## config.mk

```make
export PLATFORM = sky130hd
export DESIGN_NAME = debounced_solenoid_shift_controller_top_flat
export DESIGN_NICKNAME = d
export VERILOG_FILES = /design/src/rtl/dssc_pkg.sv /design/src/rtl/dssc_in_if.sv /design/src/rtl/dssc_out_if.sv /design/src/rtl/debounced_solenoid_shift_controller_top.sv /design/src/flat_wrapper.sv
export SDC_FILE = /design/constraint.sdc
export NUM_CORES = 1
export LEC_CHECK = 0
export ABC_CLOCK_PERIOD_IN_PS = 12720
export BUFFER_PORTS_ARGS = -buffer_cell sky130_fd_sc_hd__buf_2
export CELL_PAD_IN_SITES_DETAIL_PLACEMENT = 1
export CELL_PAD_IN_SITES_GLOBAL_PLACEMENT = 1
export CORE_AREA = 5 5 155 216
export DETAILED_ROUTE_END_ITERATION = 6
export DIE_AREA = 0 0 160 221
export HOLD_SLACK_MARGIN = 0.02
export PLACE_DENSITY = 0.5
export RECOVER_POWER = 25
export SLEW_MARGIN = 20
export SYNTH_ARGS = -nofsm -noshare
export SYNTH_HDL_FRONTEND = slang
export SYNTH_SLANG_ARGS = --single-unit
```

## constraint.sdc

```tcl
create_clock -name clk_i -period 12.72 [get_ports clk_i]
set_input_delay 3.816 -clock clk_i [delete_from_list [all_inputs] [get_ports clk_i]]
set_output_delay 3.816 -clock clk_i [all_outputs]
set_load 0.03 [all_outputs]
```

## src/rtl/dssc_pkg.sv

```systemverilog
// shared types, constants and codes for the debounced solenoid shift controller
// no dependencies

package dssc_pkg;

  localparam int CountWidth = 16;
  localparam int CfgWidth   = 16;
  localparam int CfgIdxWidth = 2;
  localparam int CmpWidth   = (CountWidth > CfgWidth) ? CountWidth : CfgWidth;

  typedef logic [CountWidth-1:0] count_t;
  typedef logic [CfgWidth-1:0]   cfg_t;
  typedef logic [CmpWidth-1:0]   cmp_t;

  localparam count_t CountMax = '1;

  typedef enum logic [CfgIdxWidth-1:0] {
    CfgDebounceTicks = 2'd0,
    CfgTimeoutTicks  = 2'd1
  } cfg_reg_e;

  typedef enum logic [1:0] {
    ReqTick    = 2'd0,
    ReqUpEdge  = 2'd1,
    ReqDownEdge = 2'd2
  } req_type_e;

  typedef enum logic [1:0] {
    PhReleased   = 2'd0,
    PhChkPress   = 2'd1,
    PhPressed    = 2'd2,
    PhChkRelease = 2'd3
  } deb_phase_e;

  typedef enum logic [2:0] {
    ModeIdle      = 3'd0,
    ModeUpReq     = 3'd1,
    ModeDownDrive = 3'd2,
    ModeDownReq   = 3'd3,
    ModeUpDrive   = 3'd4
  } shift_mode_e;

  typedef enum logic [1:0] {
    PistonCentre  = 2'd0,
    PistonUp      = 2'd1,
    PistonDown    = 2'd2,
    PistonBetween = 2'd3
  } piston_e;

  typedef struct packed {
    logic [1:0] req_type;
    logic       up_button_level;
    logic       down_button_level;
    logic [1:0] piston_position;
  } in_item_t;

  typedef struct packed {
    logic       up_solenoid_on;
    logic       down_solenoid_on;
    logic [2:0] shift_phase;
    logic       up_shift_started;
    logic       down_shift_started;
    logic [1:0] up_button_status;
    logic [1:0] down_button_status;
  } out_item_t;

  typedef struct packed {
    deb_phase_e phase;
    count_t     cnt;
    logic       accepted;
  } deb_t;

  function automatic logic cnt_below(count_t cnt, cfg_t ticks);
    return cmp_t'(cnt) < cmp_t'(ticks);
  endfunction

  function automatic deb_t deb_edge(deb_t cur, cfg_t ticks);
    deb_t r;
    r = cur;
    r.accepted = 1'b0;
    if (r.phase == PhChkPress && cnt_below(r.cnt, ticks)) r.phase = PhReleased;
    if (r.phase == PhChkRelease && cnt_below(r.cnt, ticks)) r.phase = PhPressed;
    if (r.phase == PhReleased) begin
      r.cnt   = '0;
      r.phase = PhChkPress;
    end else if (r.phase == PhPressed) begin
      r.cnt   = '0;
      r.phase = PhChkRelease;
    end
    return r;
  endfunction

  function automatic deb_t deb_tick(deb_t cur, logic level, cfg_t ticks);
    deb_t r;
    logic grow;
    r = cur;
    r.accepted = 1'b0;
    grow = (r.phase == PhChkPress && level) || (r.phase == PhChkRelease && !level);
    if (grow && r.cnt != CountMax) r.cnt = r.cnt + count_t'(1);
    if (r.phase == PhPressed && !level) begin
      r.phase = PhChkRelease;
      r.cnt   = '0;
    end
    if (r.phase == PhChkPress && !cnt_below(r.cnt, ticks)) begin
      r.phase    = PhPressed;
      r.cnt      = '0;
      r.accepted = 1'b1;
    end
    if (r.phase == PhChkRelease && !cnt_below(r.cnt, ticks)) r.phase = PhReleased;
    return r;
  endfunction

  function automatic count_t timeout_load(cfg_t timeout);
    cmp_t t;
    t = cmp_t'(timeout);
    return (t > cmp_t'(CountMax)) ? CountMax : count_t'(t);
  endfunction

endpackage

```

## src/rtl/dssc_in_if.sv

```systemverilog
// input item channel: valid, ready and payload
// depends on dssc_pkg

interface dssc_in_if;
  import dssc_pkg::*;

  logic     valid;
  logic     ready;
  in_item_t data;

  modport source (output valid, output data, input ready);
  modport sink   (input valid, input data, output ready);
endinterface

```

## src/rtl/dssc_out_if.sv

```systemverilog
// result item channel: valid, ready and payload
// depends on dssc_pkg

interface dssc_out_if;
  import dssc_pkg::*;

  logic      valid;
  logic      ready;
  out_item_t data;

  modport source (output valid, output data, input ready);
  modport sink   (input valid, input data, output ready);
endinterface

```

## src/rtl/debounced_solenoid_shift_controller_top.sv

```systemverilog
// debounced two-button solenoid shift controller, top level
// depends on dssc_pkg, dssc_in_if, dssc_out_if
//
// channel   | dir | transfer when       | payload
// item_i    | in  | valid && ready      | req_type, button levels, piston_position
// result_o  | out | valid && ready      | solenoid drives, shift_phase, started, status
// cfg       | in  | cfg_we_i            | cfg_idx_i selects register, cfg_data_i value
//
// one item per cycle while result_o is not stalled; a transferred item is registered in the
// input register, then its state update is registered into the result register
// reset clears the state, both stages and the config registers to their defaults
// a stalled result holds the result register, then the input register, then item_i.ready

module debounced_solenoid_shift_controller_top (
  input  logic                        clk_i,
  input  logic                        rst_ni,
  input  logic                        cfg_we_i,
  input  logic [dssc_pkg::CfgIdxWidth-1:0] cfg_idx_i,
  input  logic [dssc_pkg::CfgWidth-1:0]    cfg_data_i,
  dssc_in_if.sink                     item_i,
  dssc_out_if.source                  result_o
);
  import dssc_pkg::*;

  cfg_t        debounce_ticks_q, timeout_ticks_q;

  logic        in_valid_q;
  in_item_t    in_item_q;
  logic        out_valid_q;
  out_item_t   out_item_q;

  deb_phase_e  up_phase_q, dn_phase_q;
  count_t      up_cnt_q, dn_cnt_q;
  shift_mode_e mode_q, mode_d;
  count_t      dn_timer_q, up_timer_q, dn_timer_d, up_timer_d;
  deb_t        up_d, dn_d;
  logic        up_started, dn_started;
  logic        s1_adv;
  out_item_t   res_d;

  assign s1_adv       = !out_valid_q || result_o.ready;
  assign item_i.ready = !in_valid_q || s1_adv;
  assign result_o.valid = out_valid_q;
  assign result_o.data  = out_item_q;

  // config registers
  always_ff @(posedge clk_i or negedge rst_ni) begin
    if (!rst_ni) begin
      debounce_ticks_q <= cfg_t'(20);
      timeout_ticks_q  <= cfg_t'(200);
    end else if (cfg_we_i) begin
      unique case (cfg_idx_i)
        CfgDebounceTicks: debounce_ticks_q <= cfg_data_i;
        CfgTimeoutTicks:  timeout_ticks_q  <= cfg_data_i;
        default: ;
      endcase
    end
  end

  // input register
  always_ff @(posedge clk_i or negedge rst_ni) begin
    if (!rst_ni) begin
      in_valid_q <= 1'b0;
    end else if (item_i.ready) begin
      in_valid_q <= item_i.valid;
    end
  end

  always_ff @(posedge clk_i) begin
    if (item_i.valid && item_i.ready) in_item_q <= item_i.data;
  end

  // item update
  always_comb begin
    deb_t up_cur, dn_cur;
    up_cur = '{phase: up_phase_q, cnt: up_cnt_q, accepted: 1'b0};
    dn_cur = '{phase: dn_phase_q, cnt: dn_cnt_q, accepted: 1'b0};
    up_d       = up_cur;
    dn_d       = dn_cur;
    mode_d     = mode_q;
    dn_timer_d = dn_timer_q;
    up_timer_d = up_timer_q;
    up_started = 1'b0;
    dn_started = 1'b0;

    unique case (in_item_q.req_type)
      ReqUpEdge:   up_d = deb_edge(up_cur, debounce_ticks_q);
      ReqDownEdge: dn_d = deb_edge(dn_cur, debounce_ticks_q);
      ReqTick: begin
        if (dn_timer_q != '0) dn_timer_d = dn_timer_q - count_t'(1);
        if (up_timer_q != '0) up_timer_d = up_timer_q - count_t'(1);
        up_d = deb_tick(up_cur, in_item_q.up_button_level, debounce_ticks_q);
        dn_d = deb_tick(dn_cur, in_item_q.down_button_level, debounce_ticks_q);
        if (up_d.accepted && in_item_q.piston_position == PistonCentre
            && mode_d == ModeIdle) begin
          mode_d     = ModeUpReq;
          up_started = 1'b1;
        end
        if (dn_d.accepted && in_item_q.piston_position == PistonCentre
            && mode_d == ModeIdle) begin
          mode_d     = ModeDownReq;
          dn_started = 1'b1;
        end
      end
      default: ;
    endcase

    // main-loop step
    unique case (mode_d)
      ModeUpReq: begin
        dn_timer_d = timeout_load(timeout_ticks_q);
        mode_d     = ModeDownDrive;
      end
      ModeDownDrive: begin
        if (in_item_q.piston_position == PistonUp || dn_timer_d == '0) mode_d = ModeIdle;
      end
      ModeDownReq: begin
        up_timer_d = timeout_load(timeout_ticks_q);
        mode_d     = ModeUpDrive;
      end
      ModeUpDrive: begin
        if (in_item_q.piston_position == PistonDown || up_timer_d == '0) mode_d = ModeIdle;
      end
      default: ;
    endcase

    res_d.up_solenoid_on     = (mode_d == ModeUpDrive);
    res_d.down_solenoid_on   = (mode_d == ModeDownDrive);
    res_d.shift_phase        = mode_d;
    res_d.up_shift_started   = up_started;
    res_d.down_shift_started = dn_started;
    res_d.up_button_status   = up_d.phase;
    res_d.down_button_status = dn_d.phase;
  end

  // state and result register
  always_ff @(posedge clk_i or negedge rst_ni) begin
    if (!rst_ni) begin
      up_phase_q  <= PhReleased;
      dn_phase_q  <= PhReleased;
      up_cnt_q    <= '0;
      dn_cnt_q    <= '0;
      mode_q      <= ModeIdle;
      dn_timer_q  <= '0;
      up_timer_q  <= '0;
      out_valid_q <= 1'b0;
    end else if (s1_adv) begin
      out_valid_q <= in_valid_q;
      if (in_valid_q) begin
        up_phase_q <= up_d.phase;
        dn_phase_q <= dn_d.phase;
        up_cnt_q   <= up_d.cnt;
        dn_cnt_q   <= dn_d.cnt;
        mode_q     <= mode_d;
        dn_timer_q <= dn_timer_d;
        up_timer_q <= up_timer_d;
      end
    end
  end

  always_ff @(posedge clk_i) begin
    if (s1_adv && in_valid_q) out_item_q <= res_d;
  end

endmodule
```

## src/flat_wrapper.sv

```systemverilog
// flat-port wrapper written by rule: the top's interface ports become plain ports
module debounced_solenoid_shift_controller_top_flat import dssc_pkg::*;
  (clk_i, rst_ni, cfg_we_i, cfg_idx_i, cfg_data_i, item_i_valid, item_i_data, item_i_ready, result_o_valid, result_o_data, result_o_ready);
  dssc_in_if item_i_i ();
  dssc_out_if result_o_i ();
  input  logic clk_i;
  input  logic rst_ni;
  input  logic cfg_we_i;
  input  logic [dssc_pkg::CfgIdxWidth-1:0] cfg_idx_i;
  input  logic [dssc_pkg::CfgWidth-1:0] cfg_data_i;
  input wire logic [$bits(item_i_i.valid)-1:0] item_i_valid;
  input wire logic [$bits(item_i_i.data)-1:0] item_i_data;
  output wire logic [$bits(item_i_i.ready)-1:0] item_i_ready;
  output wire logic [$bits(result_o_i.valid)-1:0] result_o_valid;
  output wire logic [$bits(result_o_i.data)-1:0] result_o_data;
  input wire logic [$bits(result_o_i.ready)-1:0] result_o_ready;
  assign item_i_i.valid = item_i_valid;
  assign item_i_i.data = item_i_data;
  assign item_i_ready = item_i_i.ready;
  assign result_o_valid = result_o_i.valid;
  assign result_o_data = result_o_i.data;
  assign result_o_i.ready = result_o_ready;
  debounced_solenoid_shift_controller_top u_core (.clk_i(clk_i), .rst_ni(rst_ni), .cfg_we_i(cfg_we_i), .cfg_idx_i(cfg_idx_i), .cfg_data_i(cfg_data_i), .item_i(item_i_i), .result_o(result_o_i));
endmodule
```

==> impl_metrics.tcl, run 1 <==
set metrics [dict create \
    synth_area_per_cell_um2 8.82 \
    first_pass_iters 4 \
    fp.dieArea_mm2 0.0354 \
    die_height_um 221 \
    grt_pass1_wl_mm 52.0 \
    antennaDiodeCount 0 \
    yosys_warnings 0 \
    crit_path_end "item_i_ready" \
    grt_pass1_vias 8680 \
    fin_nets 1190 \
    crit_path_frequent_cell "buf_2" \
    tns_ns 0 \
    finalSetupViolCount 0 \
    synth_area_leaders "dfrtp_1, ha_1, edfxtp_1, nand2_1, nor2_1" \
    pin_count 42 \
    ys_seq_area_frac 0.341 \
    fp.coreArea_mm2 0.0313 \
    finClkSkew_ns 0.00784 \
    p_leak_nw 4.84 \
    clkSlewWorstSetupHoldPaths_ns 0.06 \
    synth_ff_type "dfrtp_1" \
    synth_seq_cells 122 \
    status "complete, but fails checks" \
    post-route-util 0.333 \
    cts_tree "built" \
    drt-initial-drc-count 346 \
    grt-ovfl-total 0 \
    cts_setup_buffers 0 \
    post_cts_resized 0 \
    critPathSlowestCell "buf_2" \
    power_w 0.00131 \
    wl_per_cell_um 22.4 \
    dpl.hpwl_mm 25.2 \
    internal_power_w 0.000865 \
    vias 8095 \
    portBuffers 41 \
    p_seq_frac 0.377 \
    violations "max-capacitance violations, max-slew violations" \
    holdWs_ns 0.496 \
    p_sw_frac 0.338 \
    critPathLaunch "result_o_ready" \
    avgViaCountPerCell 5.49 \
    antenna_found_initial 0 \
    async_reset_ff_frac 0.861 \
    ys_types 77 \
    rows 77 \
    hold_viol_final 0 \
    yosysTopAreaCell "dfrtp_1" \
    die_w_um 160 \
    max_freq_ghz 0.123 \
    area_growth_pct 13.2 \
    routabilityCongestion 0.833 \
    synthesis.nets 1167 \
    drt-total-wl_mm 33.1 \
    crit_chain "buf_2 > nand3b_1 > buf_2" \
    period_minus_slack_ns 8.10 \
    grt_max_degree 70 \
    critPathLaunchType "primary input" \
    p_per_area_mw_per_mm2 125 \
    combPwrFrac 0.229 \
    cap_violations 1 \
    synth_area_mm2 0.00921 \
    reg2reg_depth 23 \
    reg2reg_to "u_core.result_o.data[3]" \
    cts.hold.buffers_added 0 \
    min_path_type "reg -> reg" \
    worst-setup-path-type "in -> out" \
    tightest_slew_ns 2.22 \
    drive_gt1_frac 0.121 \
    drc 0 \
    initial_core_util 0.294 \
    pwr-share-clk 0.394 \
    fin_crit_sh 0.637 \
    rsz0062_at_grt "false" \
    cts_made_buffers 17 \
    worstSetupEndpointType "output port" \
    drtAntennaViolNets 0 \
    synth-edff-count 17 \
    final_cell_mix "dfrtp_1, ha_1, nand2_1" \
    netlist_instances 1044 \
    htree_levels 4 \
    yosysTopAreaCellShare 0.272 \
    regToRegStartpoint "u_core.up_cnt_q[0]" \
    r2r_setup_slack_ns 5.73 \
    clk_path_buf_depth 2 \
    critPathRequiredTime_ns 8.90 \
    drv_slew 38 \
    layout_commonest_cell "dfrtp_1" \
    critPathArrivalTime_ns 4.29 \
    grt.total_usage 0.190 \
    slew_headroom -0.483 \
    peakVddDrop_uv 55.0 \
    slowest_delay_ns 0.20 \
    crit_fanout 3 \
    clock_latency_ns 0.45 \
    cts_root_buf "clkbuf_16" \
    clkSinkCount 122 \
    switchingPower_w 0.000441 \
]
[through the flow]
step | cells | area [µm²] | worst slack [ns]
6_report | 1475 | 10400 | 4.62
3_3_place_gp | 1443 | 9850 | 4.62
3_5_place_dp | 1443 | 9850 | 4.62
4_1_cts | 1475 | 10400 | 4.62
5_1_grt | 1475 | 10400 | 4.58
2_1_floorplan | 1044 | 9210 | 4.74
[power by group through the flow]
| stage | sequential [W] | combinational (W) | clock (W) |
|---|---|---|---|
| global placement | 0.000500 | 0.000302 | 0 |
| global route | 0.000499 | 0.000337 | 0.000542 |
| floorplan | 0.000476 | 0.000206 | 0 |
| CTS | 0.000494 | 0.000308 | 0.000525 |
| finish | 0.000493 | 0.000300 | 0.000515 |
| detailed placement | 0.000501 | 0.000306 | 0 |
[critical path: cells and delay by family]
kind | cells | cell delay (ns)
and+or+nand+nor | 1 | 0.17
buffers and inverters | 2 | 0.30
[state kept, by name (all words and copies together) (netlist names), 2 cells and up]
name,count
u_core.debounce_ticks_q,16
u_core.dn_cnt_q,16
u_core.dn_timer_q,16
u_core.timeout_ticks_q,16
u_core.up_cnt_q,16
u_core.up_timer_q,16
u_core.result_o.data,11
u_core.in_item_q,6
u_core.mode_q,3
u_core.dn_phase_q,2
u_core.up_phase_q,2
[logic make-up (layout without fill, tap and decap cells)]
kind of cell    Yosys count  in the layout  synth area share
buf+inv                 102            138            0.0433
mux                      43             43            0.0505
fa+ha+maj                94             94             0.128
simple gates            382            382             0.211
compound gates          266            266             0.193
flops                   122            122             0.341
xor+xnor                 35             35            0.0333
[final cells by class]
type	instances	area (µm²)
fillers	3620	20900
multi-input cells	820	5690
flip-flops and latches	122	3140
well taps	395	494
clock buffers	24	472
repair buffers	57	324
inverters	49	184
clock inverters	8	120
[synthesized netlist by cell type (11+ instances only)]
library cell / instances
a22o_1: 28
edfxtp_1: 17
xnor2_1: 16
inv_1: 49
dfrtp_1: 100
nand3_1: 16
mux2i_1: 15
o21ai_0: 65
nand4_1: 28
clkbuf_1: 45
a21oi_1: 57
ha_1: 94
nor2_1: 88
nor4_1: 16
nand2b_1: 17
nand2_1: 89
a21o_1: 30
or3_1: 13
o211ai_1: 11
nor3_1: 52
mux2_2: 20
xor2_1: 19
[per-layer routing]
layer	vias to the layer above	global-route usage	wire, µm
met5	-	0	0
met4	0	0.0561	629
met3	35	0.0259	542
li1	3905	-	-
met2	90	0.364	18200
met1	4065	0.216	13700
[worst min-delay path by stage]
stage	cells after the start	end	from	slack (ns)
after floorplan	1	u_core.result_o.valid	u_core.in_valid_q	0.46
after global placement	1	u_core.result_o.valid	u_core.in_valid_q	0.48
after detailed placement	1	u_core.result_o.valid	u_core.in_valid_q	0.49
after CTS	1	u_core.result_o.valid	u_core.in_valid_q	0.50
after global routing	1	u_core.timeout_ticks_q[11]	u_core.timeout_ticks_q[11]	0.53
final	1	u_core.result_o.valid	u_core.in_valid_q	0.50
Note: power is estimated with default switching activity, not from simulation.
==> run 2: changes to the inputs <==
--- a/config.mk
+++ b/config.mk
@@ -5,7 +5,7 @@
 export SDC_FILE = /design/constraint.sdc
 export NUM_CORES = 1
 export LEC_CHECK = 0
-export ABC_CLOCK_PERIOD_IN_PS = 12720
+export ABC_CLOCK_PERIOD_IN_PS = 7600
 export BUFFER_PORTS_ARGS = -buffer_cell sky130_fd_sc_hd__buf_2
 export CELL_PAD_IN_SITES_DETAIL_PLACEMENT = 1
 export CELL_PAD_IN_SITES_GLOBAL_PLACEMENT = 1
==> constraint.sdc (replaced) <==
create_clock -name clk_i -period 7.6 [get_ports clk_i]
set_input_delay 2.28 -clock clk_i [delete_from_list [all_inputs] [get_ports clk_i]]
set_output_delay 2.28 -clock clk_i [all_outputs]
set_load 0.03 [all_outputs]
==> run 2 against run 1 <==
Net effect:
- the flow still finishes with violations (max-capacitance violations, max-slew violations)
- clock power grew 70%
- combinational power up 67%
- sequential cell count unchanged
- core utilization barely moved
- first-iteration DRC count fell by 9.8%
- non-clock buffer count shrank 2
- power rose by 69%
- worst setup slack got worse by 3.4 ns
- global-route usage grew 0.084 points
- largest cell class unchanged
==> impl_metrics.tcl, run 2 (synthesized netlist as in run 1, its figures left out) <==
set metrics [dict create \
    layout_commonest_cell "dfrtp_1" \
    htree_levels 4 \
    drt-initial-drc-count 312 \
    fillers 3698 \
    crit_family "compound AO/OA/AOI/OAI gates" \
    drtAntennaViolNets 0 \
    final_cell_mix "dfrtp_1, ha_1, nand2_1" \
    drive_gt1_frac 0.123 \
    initial_core_util 0.294 \
    stdcell_count 1473 \
    cts.hold.buffers_added 0 \
    regToRegStartpoint "u_core.up_cnt_q[0]" \
    critPathLaunchType "flop" \
    grt_pass1_wl_mm 52.1 \
    dpl.hpwl_mm 25.6 \
    pin_count 42 \
    reg2reg_to "u_core.result_o.data[2]" \
    worstSetupEndpointType "flop" \
    worst-path-buf-inv 1 \
    critPathArrivalTime_ns 6.66 \
    avgViaCountPerCell 5.44 \
    area_growth_pct 13.4 \
    fin_crit_sh 0.843 \
    routabilityCongestion 0.876 \
    grt-ovfl-total 0 \
    worst-setup-path-type "reg -> reg" \
    critPathSlowestCell "o21a_1" \
    die_height_um 221 \
    fp.dieArea_mm2 0.0354 \
    clkSinkCount 122 \
    cap_violations 1 \
    portBuffers 41 \
    grt_max_degree 65 \
    p_per_area_mw_per_mm2 211 \
    r2r_setup_slack_ns 1.20 \
    status "complete, but fails checks" \
    slew_headroom -0.744 \
    drt-total-wl_mm 33.1 \
    dp_cells 1441 \
    min_path_type "reg -> reg" \
    cts_made_buffers 17 \
    die_w_um 160 \
    clock_latency_ns 0.44 \
    min_to "u_core.result_o.valid" \
    crit_fanout 19 \
    peakVddDrop_uv 157 \
    first_pass_iters 6 \
    finalSetupViolCount 0 \
    clkSlewWorstSetupHoldPaths_ns 0.06 \
    tightest_slew_ns 2.62 \
    p_leak_nw 4.84 \
    antennaDiodeCount 0 \
    slowest_delay_ns 0.64 \
    hp-start "u_core.in_valid_q" \
    cts_tree "built" \
    drc 0 \
    cts_root_buf "clkbuf_16" \
    tns_ns 0 \
    finClkSkew_ns 0.00862 \
    grt.total_usage 0.191 \
    hold_viol_final 0 \
    reg2reg_depth 25 \
    max_freq_ghz 0.156 \
    critPathRequiredTime_ns 7.86 \
    period_minus_slack_ns 6.40 \
    cts_setup_buffers 0 \
    fin_nets 1188 \
    antenna_found_initial 0 \
    fp.coreArea_mm2 0.0313 \
    rsz0062_at_grt "false" \
    vias 8018 \
    drv_slew 43 \
    post_cts_resized 0 \
    min_path_cells 1 \
    wl_per_cell_um 22.5 \
    clk_path_buf_depth 2 \
    violations "max-capacitance violations, max-slew violations" \
    grt_pass1_vias 8673 \
    rows 77 \
]
==> run 2: layout make-up <==
cell class                      count  area, µm²  share of cell area
Sequential cell                   122       3140               0.301
Timing Repair Buffer               55        304              0.0291
Tap cell                          395        494              0.0473
Inverter                           49        184              0.0176
Clock buffer                       18        450              0.0431
Multi-Input combinational cell    820       5700               0.546
Clock inverter                     14        170              0.0163
==> run 2: per-stage QoR <==
step	area, µm²	worst slack, ns	total power [W]	utilization	hold slack, ns
2_1_floorplan	9210	2.07	0.00114	-	0.457
3_3_place_gp	9840	1.32	0.00134	0.314	0.479
3_5_place_dp	9840	1.21	0.00135	0.314	0.495
4_1_cts	10500	1.16	0.00225	0.334	0.501
5_1_grt	10400	0.705	0.00233	0.334	0.524
6_report	10400	1.20	0.00221	0.334	0.502
==> run 2: how the worst max path moves through the flow <==
stage               cells after the start               start                       to  slack, ns
floorplan                              28  u_core.up_cnt_q[1]  u_core.result_o.data[2]       2.07
global placement                       25  u_core.up_cnt_q[0]  u_core.result_o.data[2]       1.32
detailed placement                     25  u_core.up_cnt_q[0]  u_core.result_o.data[2]       1.21
CTS                                    25  u_core.up_cnt_q[0]  u_core.result_o.data[2]       1.16
global route                           26  u_core.up_cnt_q[0]  u_core.result_o.data[2]       0.70
finish                                 25  u_core.up_cnt_q[0]  u_core.result_o.data[2]       1.20
==> run 2: layer usage <==
metal	vias up	routed length, µm	track usage
li1	3893	-	-
met1	3999	13800	0.219
met2	91	17800	0.354
met3	35	578	0.0268
met4	0	890	0.0744
met5	-	0	0
==> run 2: where the power goes <==
part,total (W),switching (W),internal [W]
clock network,0.000878,0.000343,0.000535
logic,0.000501,0.000323,0.000178
registers,0.000827,0.0000913,0.000735
total,0.00221,0.000757,0.00145
==> run 3: changes to the inputs <==
--- a/config.mk
+++ b/config.mk
@@ -5,7 +5,7 @@
 export SDC_FILE = /design/constraint.sdc
 export NUM_CORES = 1
 export LEC_CHECK = 0
-export ABC_CLOCK_PERIOD_IN_PS = 7600
+export ABC_CLOCK_PERIOD_IN_PS = 5900
 export BUFFER_PORTS_ARGS = -buffer_cell sky130_fd_sc_hd__buf_2
 export CELL_PAD_IN_SITES_DETAIL_PLACEMENT = 1
 export CELL_PAD_IN_SITES_GLOBAL_PLACEMENT = 1
==> constraint.sdc (replaced) <==
create_clock -name clk_i -period 5.9 [get_ports clk_i]
set_input_delay 1.77 -clock clk_i [delete_from_list [all_inputs] [get_ports clk_i]]
set_output_delay 1.77 -clock clk_i [all_outputs]
set_load 0.03 [all_outputs]
==> run 3 against run 2 <==
Net effect:
- highest routed layer unchanged
- via count rose by 3.2%
- worst setup slack got worse by 0.81 ns
- largest cell class unchanged
- register-to-register slack got worse by 0.81 ns
- combinational power grew 34%
- core utilization rose by 1.1 points
- the flow still finishes with violations (max-capacitance violations, max-slew violations)
- clock-buffer cell count increased by 1
- hold slack better by 0.0012 ns
- cell count grew 2.8%
==> impl_metrics.tcl, run 3 (synthesized netlist as in run 1, its figures left out) <==
set metrics [dict create \
    seqCellArea_mm2 0.00314 \
    cts_tree "built" \
    status "complete, but fails checks" \
    die_height_um 221 \
    clk_path_buf_depth 2 \
    p_leak_nw 5.05 \
    rows 77 \
    cap_violations 1 \
    fillers 3619 \
    grt_pass1_vias 8885 \
    period_minus_slack_ns 5.51 \
    crit_fanout 6 \
    wl_per_cell_um 22.6 \
    multiInputGateArea_mm2 0.00576 \
    initial_core_util 0.294 \
    finalSetupViolCount 0 \
    fp.coreArea_mm2 0.0313 \
    postPlaceCellArea_mm2 0.0101 \
    vias 8272 \
    portBuffers 41 \
    grt.total_usage 0.196 \
    p_sw_frac 0.349 \
    clkSinkCount 122 \
    p_per_area_mw_per_mm2 260 \
    antennaDiodeCount 0 \
    p_seq_frac 0.379 \
    worst-setup-path-type "reg -> reg" \
    dpl.hpwl_mm 26.6 \
    drc 0 \
    max_freq_ghz 0.181 \
    final_cell_mix "dfrtp_1, ha_1, nand2_1" \
    critPathLaunchType "flop" \
    cts_root_buf "clkbuf_16" \
    worstSetupEndpointType "flop" \
    grt_max_degree 47 \
    violations "max-capacitance violations, max-slew violations" \
    pin_count 42 \
    antenna_found_initial 0 \
    drive_gt1_frac 0.165 \
    tightest_slew_ns 2.79 \
    routabilityCongestion 0.811 \
    drv_slew 47 \
    die_w_um 160 \
    fin_crit_sh 0.934 \
    clock_latency_ns 0.44 \
    fin_area_mm2 0.0108 \
    peakVddDrop_uv 149 \
    finClkSkew_ns 0.00703 \
    pwr-share-clk 0.382 \
    hold_viol_final 0 \
    critPathArrivalTime_ns 5.78 \
    first_pass_iters 4 \
    rsz0062_at_grt "false" \
    drt-initial-drc-count 351 \
    grt-ovfl-total 0 \
    slew_headroom -0.862 \
    tns_ns 0 \
    avgViaCountPerCell 5.46 \
    fin_nets 1229 \
    internal_power_w 0.00183 \
    cts_made_buffers 17 \
    drtAntennaViolNets 0 \
    area_growth_pct 17.0 \
    drt-total-wl_mm 34.3 \
    combPwrFrac 0.239 \
    fp.dieArea_mm2 0.0354 \
    clkSlewWorstSetupHoldPaths_ns 0.06 \
    switchingPower_w 0.000979 \
    htree_levels 4 \
    layout_commonest_cell "dfrtp_1" \
    min_path_type "reg -> reg" \
    critPathRequiredTime_ns 6.17 \
    grt_pass1_wl_mm 53.6 \
]
-- run 3: cell types whose count changed in the layout (fill, tap and decap cells not counted), moves of 2 or more --
cell and change:
o21ai_0 -2, o21ai_1 +2, a211oi_1 -3, and4_1 -2, and4_4 +2, a211oi_2 +3
buf_4 +41
-- run 3: stage by stage --
stage	util	total power [W]	setup slack, ns	hold WS, ns	cells
2_1_floorplan	-	0.00147	0.365	0.457	1044
3_3_place_gp	0.323	0.00175	0.305	0.473	1480
3_5_place_dp	0.323	0.00175	0.135	0.496	1480
4_1_cts	0.342	0.00285	0.127	0.506	1512
5_1_grt	0.344	0.00297	0.0331	0.517	1514
6_report	0.344	0.00280	0.389	0.503	1514
-- run 3: worst max-delay path, cell delays in order, from the launching register on --
cell      delay (ns)
dfrtp_1         0.38
ha_1            0.24
nand4_1         0.13
and4bb_2        0.29
nor3b_4         0.26
and4_4          0.28
nand4_1         0.12
xor2_1          0.22
nor2_1          0.11
ha_1            0.31
a21oi_1         0.16
o21ai_0         0.09
a32oi_1         0.28
nand2_1         0.12
o21a_1          0.25
buf_4           0.17
nor3_1          0.22
ha_1            0.28
a21o_1          0.16
a21oi_1         0.13
nor2b_1         0.07
o41ai_2         0.35
o211ai_1        0.17
o21ai_1         0.15
nand2_1         0.09
a221oi_2        0.26
-- run 3: area by class of cell --
cell class | count | area share
clock inverters | 13 | 0.0135
repair buffers | 96 | 0.0568
multi-input cells | 820 | 0.534
clock buffers | 19 | 0.0411
well taps | 395 | 0.0459
flip-flops and latches | 122 | 0.292
inverters | 49 | 0.0171
-- run 3: final timing paths --
check / from / endpoint / slack [ns] / cells after the start
max: u_core.up_cnt_q[0] / u_core.result_o.data[2] / 0.39 / 25
min: u_core.in_valid_q / u_core.result_o.valid / 0.50 / 1
max reg2reg: u_core.up_cnt_q[0] / u_core.result_o.data[2] / 0.39 / 25
min reg2reg: u_core.in_valid_q / u_core.result_o.valid / 0.50 / 1
max in group asynchronous: rst_ni / u_core.timeout_ticks_q[3] / 2.00 / 2
min in group asynchronous: rst_ni / u_core.result_o.valid / 2.21 / 1
-- run 3: layer usage --
metal,global-route usage,vias up,share of wire
li1,-,3977,-
met1,0.225,4103,0.41
met2,0.362,134,0.53
met3,0.0318,58,0.025
met4,0.0766,0,0.034
met5,0,-,0
-- run 3: power groups by stage --
stage                     clock network (W)  registers, W  logic, W
after global routing                0.00114       0.00108  0.000756
final                               0.00107       0.00106  0.000669
after global placement                    0       0.00108  0.000666
after CTS                           0.00111       0.00107  0.000677
after floorplan                           0       0.00103  0.000444
after detailed placement                  0       0.00108  0.000673
-- run 3: timing repair --
| item | CTS | global route |
|---|---|---|
| setup endpoints to repair | 0 | 8 |
| buffers inserted | 0 | 2 |
| resized for setup | 0 | 18 |
| hold buffers | 0 | 0 |
